### src/design/ntbl_ram.sv
// Generic single-write, single-read RAM with registered read data.
`default_nettype none

module ntbl_ram #(
    parameter int WIDTH = 64,
    parameter int DEPTH = 64
) (
    input  wire logic                     clk,
    input  wire logic                     we,
    input  wire logic [$clog2(DEPTH)-1:0] waddr,
    input  wire logic [WIDTH-1:0]         wdata,
    input  wire logic [$clog2(DEPTH)-1:0] raddr,
    output logic      [WIDTH-1:0]         rdata
);
    logic [WIDTH-1:0] mem [DEPTH];

    always_ff @(posedge clk)
    begin
        if (we)
        begin
            mem[waddr] <= wdata;
        end
        rdata <= mem[raddr];
    end
endmodule

`default_nettype wire

### config.mk
export PLATFORM = sky130hd
export DESIGN_NAME = ntbl_ram
export DESIGN_NICKNAME = d
export VERILOG_FILES = /design/src/design/ntbl_ram.sv
export SDC_FILE = /design/constraint.sdc
export NUM_CORES = 2
export LEC_CHECK = 0
export BUFFER_PORTS_ARGS = -buffer_cell sky130_fd_sc_hd__buf_2
export CAP_MARGIN = 40
export CORE_UTILIZATION = 50
export CTS_BUF_LIST = sky130_fd_sc_hd__clkbuf_2
export DETAILED_ROUTE_END_ITERATION = 16
export PLACE_DENSITY = 0.73
export SLEW_MARGIN = 20
export SYNTH_ARGS = -nofsm -noshare
export SYNTH_HDL_FRONTEND = slang
export SYNTH_SLANG_ARGS = --single-unit
### constraint.sdc
create_clock -name clk -period 10.8 [get_ports clk]
set_clock_uncertainty 0.15 [all_clocks]
set_input_delay 0 -clock clk [delete_from_list [all_inputs] [get_ports clk]]
set_output_delay 0 -clock clk [all_outputs]
set_load 0.1 [all_outputs]
==> impl_results.md <==
- Slew HR: 20.3%
- Area grow syn2layout: 13.6%
- CTS sink count: 4160
- Avg Cell Area, Syn: 23.7 um^2
- Vias in the first global route: 82900
- Sw Share: 24.9%
- Row cnt: 204
- Final period util: 52.9%
- DP Worst Slack: 6.60 ns
- DR vias: 81700
- Setup Viol. Count Final: 0
- Post-route insts no fill: 12800
- WP data required: 12.19 ns
- Clock root buffer: clkbuf_2
- Fillers: 22200
- Reg2Reg Setup Slack: 6.82 ns
- Max Clock Freq: 175 MHz
- CP Launch Type: input pin
- RSZ-0062 raised after global routing: false
- Die area: 315000 um^2
- Dpl hpwl: 226 mm
- Post-synth top area share: 78.7%
- Synth Flop Type: edfxtp_1
- FFs w/ async S/R, synth: 0%
- Port Buffers: 141
- CP dominant cell by count: dlygate4sd3_1
- Global Route Usage Sum: 26.8%
- Leakage: 57.5 nW
- I/O Pins: 142
- Slew @ Worst Pin: 1.20 ns
- Gpl congestion: 0.792
- PD cells: 167 nW/um^2
- TNS Setup: 0 ns
- Psw: 7.39 mW
- Number of CTS-inserted buffers: 924
- Clk slew on worst S/H paths: 0.13 ns
- Starting DRC count in detailed routing: 12500
- CTS max path bufs: 4
- Flops & latches, synth: 4160
- Placed Cells: 10800
- Clock Latency Late Sink: 2.10 ns
- Post-Route WL: 422 mm
- Worst setup margin: 5.09 ns
- Drc violations: 0
- Core area: 310000 um^2
- Max-cap viol count: 0
- Part of the power in the clock network: 33.1%
- Post-CTS Setup Inserts: 0
- Area taken by multi-input logic gates: 30800 um^2
- Largest net degree at the start of global routing: 140
- Final hold slack: 0.0404 ns
- Cell count after synthesis: 6598
- Die height: 561 um
- HP Class: input pin to flip-flop
- Top delay family on crit path: buffers and inverters
- Initial core utilization: 50.5%
- Layout cell share with drive strength beyond 1: 35.2%
- Yosys Warn Count: 0
- Total global routing overflow: 0
- Antenna Nets Post-Route: 0
- Final Net Count: 8022
- CP Capture Type: flip-flop
- Max stage delay on crit path: 0.72 ns
- DR pass1 iterations: 6
- First-pass GRT wire length: 596 mm
- Number of flops mapped to enable cells by yosys: 4096
- Distinct cells, synth: 33
- Combinational power share: 6.5%
- Flip-flop and latch area: 124000 um^2
- Synth area leaders: edfxtp_1 79%, mux4_2 15%, mux2i_1 0.86%
- CTS tree: done
- Peak VDD IR: 152 uV
- Status: finished, final reports clean
- CP Cell Sequence: dlygate4sd3_1, dlygate4sd3_1, buf_2, dlygate4sd3_1, nor2b_1, dlygate4sd3_1, dlygate4sd3_1, nand4b_1, dlygate4sd3_1, dlygate4sd3_1, dlygate4sd3_1, nor2_4, buf_4, buf_4, buf_12
- Total power: 29.7 mW
- Sequential area share after synthesis: 79.5%
- Via/cell ratio: 6.36
- Slowest-stage cell, CP: dlygate4sd3_1
- H-tree lvl count: 6
- Area leader, netlist: edfxtp_1
- Pins over their slew limit: 0
- Reg power frac: 60.4%
- Final hold viol count: 0
- Number of antenna violations at the first check in global routing: 16
- Synth Net Count: 6676
- Die W: 561 um
- WP buf/inv: 12
- Crit path DAT: 7.09 ns
- Crit Path Max Fanout: 26
- Internal: 22.3 mW
- Fin crit period: 5.71 ns
- Mapped cell area: 156000 um^2
- Crit path kind: input pin to flip-flop
- Wirelength per Cell: 32.9 um
[area by class of cell]
cell class | instances | share of cell area (%)
Sequential cell | 4160 | 70.0
Inverter | 19 | 0.0402
Antenna cell | 20 | 0.0282
Tap cell | 4120 | 2.90
Clock buffer | 1368 | 3.86
Multi-Input combinational cell | 2049 | 17.3
Timing Repair Buffer | 790 | 4.87
Clock inverter | 319 | 0.988
[sequential cells by signal (all words and copies together), names as in the netlist]
register / count
rdata: 64
mem: 4096
[cell families (layout without fill, tap and decap cells)]
logic type | Yosys count | in the layout | share of synthesized area (%)
flops | 4160 | 4160 | 79.5
simple gates | 386 | 386 | 1.24
mux | 1159 | 1159 | 15.6
buf+inv | 389 | 2496 | 1.18
compound gates | 504 | 504 | 2.48
other cells | 0 | 20 | 0
[cell usage after synthesis (11+ instances only)]
master and number:
nand2b_1 11, edfxtp_1 4096, a211oi_1 63, dfxtp_1 64
nor2b_1 28, a22oi_1 168, o221ai_1 38, buf_1 20
a2bb2oi_1 19, a41oi_1 26, mux2i_1 135, or2_2 28
and3_1 64, inv_1 19, a22o_1 88, o22ai_1 83
nor2_1 112, nand2_1 58, mux4_2 1024, buf_4 34
or3_1 29, a31oi_1 18, nand3_1 45, clkbuf_1 140
buf_2 170
[tightest hold or removal path, stage by stage]
cell           delay, ns
dlygate4sd3_1       0.53
dlygate4sd3_1       0.56
buf_2               0.11
dlygate4sd3_1       0.63
buf_6               0.21
[power by group through the flow]
stage / clock network (mW) / registers [mW] / logic [mW]
6_report: 9.82 / 17.9 / 1.94
5_1_grt: 10.7 / 17.9 / 2.01
4_1_cts: 9.96 / 17.9 / 1.92
3_5_place_dp: 0 / 18.3 / 1.78
2_1_floorplan: 0 / 18.5 / 0.832
3_3_place_gp: 0 / 18.3 / 1.69
[cell usage in the layout (no fill, tap or decap), types with 12 or more instances in the layout]
| cell type | n |
|---|---|
| buf_4 | 179 |
| inv_6 | 12 |
| or2_2 | 28 |
| nand2_1 | 56 |
| o22ai_1 | 83 |
| a31oi_1 | 18 |
| a22o_1 | 88 |
| a2bb2oi_1 | 19 |
| edfxtp_1 | 4096 |
| bufinv_16 | 13 |
| a22oi_1 | 168 |
| mux2i_1 | 135 |
| a41oi_1 | 26 |
| nand3_1 | 45 |
| or3_1 | 29 |
| buf_2 | 140 |
| nor2_4 | 64 |
| clkinv_1 | 240 |
| and3_1 | 64 |
| clkbuf_2 | 1368 |
| buf_12 | 93 |
| nor2b_1 | 24 |
| nor2_1 | 47 |
| dfxtp_1 | 64 |
| buf_16 | 50 |
| dlygate4sd3_1 | 308 |
| inv_1 | 19 |
| a211oi_1 | 63 |
| clkinv_2 | 28 |
| diode_2 | 20 |
| buf_8 | 13 |
| o221ai_1 | 38 |
| mux4_2 | 1024 |
[repair_timing]
action,CTS,global route
endpoints found under the hold margin,8238,108
hold buffers,340,4
gates resized for setup,0,0
[through the flow]
| step | util (%) | cell area, um^2 |
|---|---|---|
| 2_1_floorplan | - | 156000 |
| 3_3_place_gp | 52.5 | 163000 |
| 3_5_place_dp | 53.2 | 165000 |
| 4_1_cts | 57.2 | 177000 |
| 5_1_grt | 57.3 | 178000 |
| 6_report | 57.3 | 178000 |
[worst paths after layout]
check / start / end / cells past startpoint
worst min register to register: mem[23][38] / rdata[38] / 4
worst max register to register: mem[63][51] / rdata[51] / 9
worst min-delay path: wdata[19] / mem[20][19] / 5
worst max-delay path: waddr[3] / mem[50][36] / 15
[metal layers]
metal	GRT usage (%)	vias to the layer above	part of all wire, %
met1	35.4	42400	35
met2	42.7	6383	48
met4	12.3	8	4.6
li1	-	31900	-
met3	6.16	1035	13
met5	0	-	0.014
No activity file was read; power rests on OpenSTA's default activity.
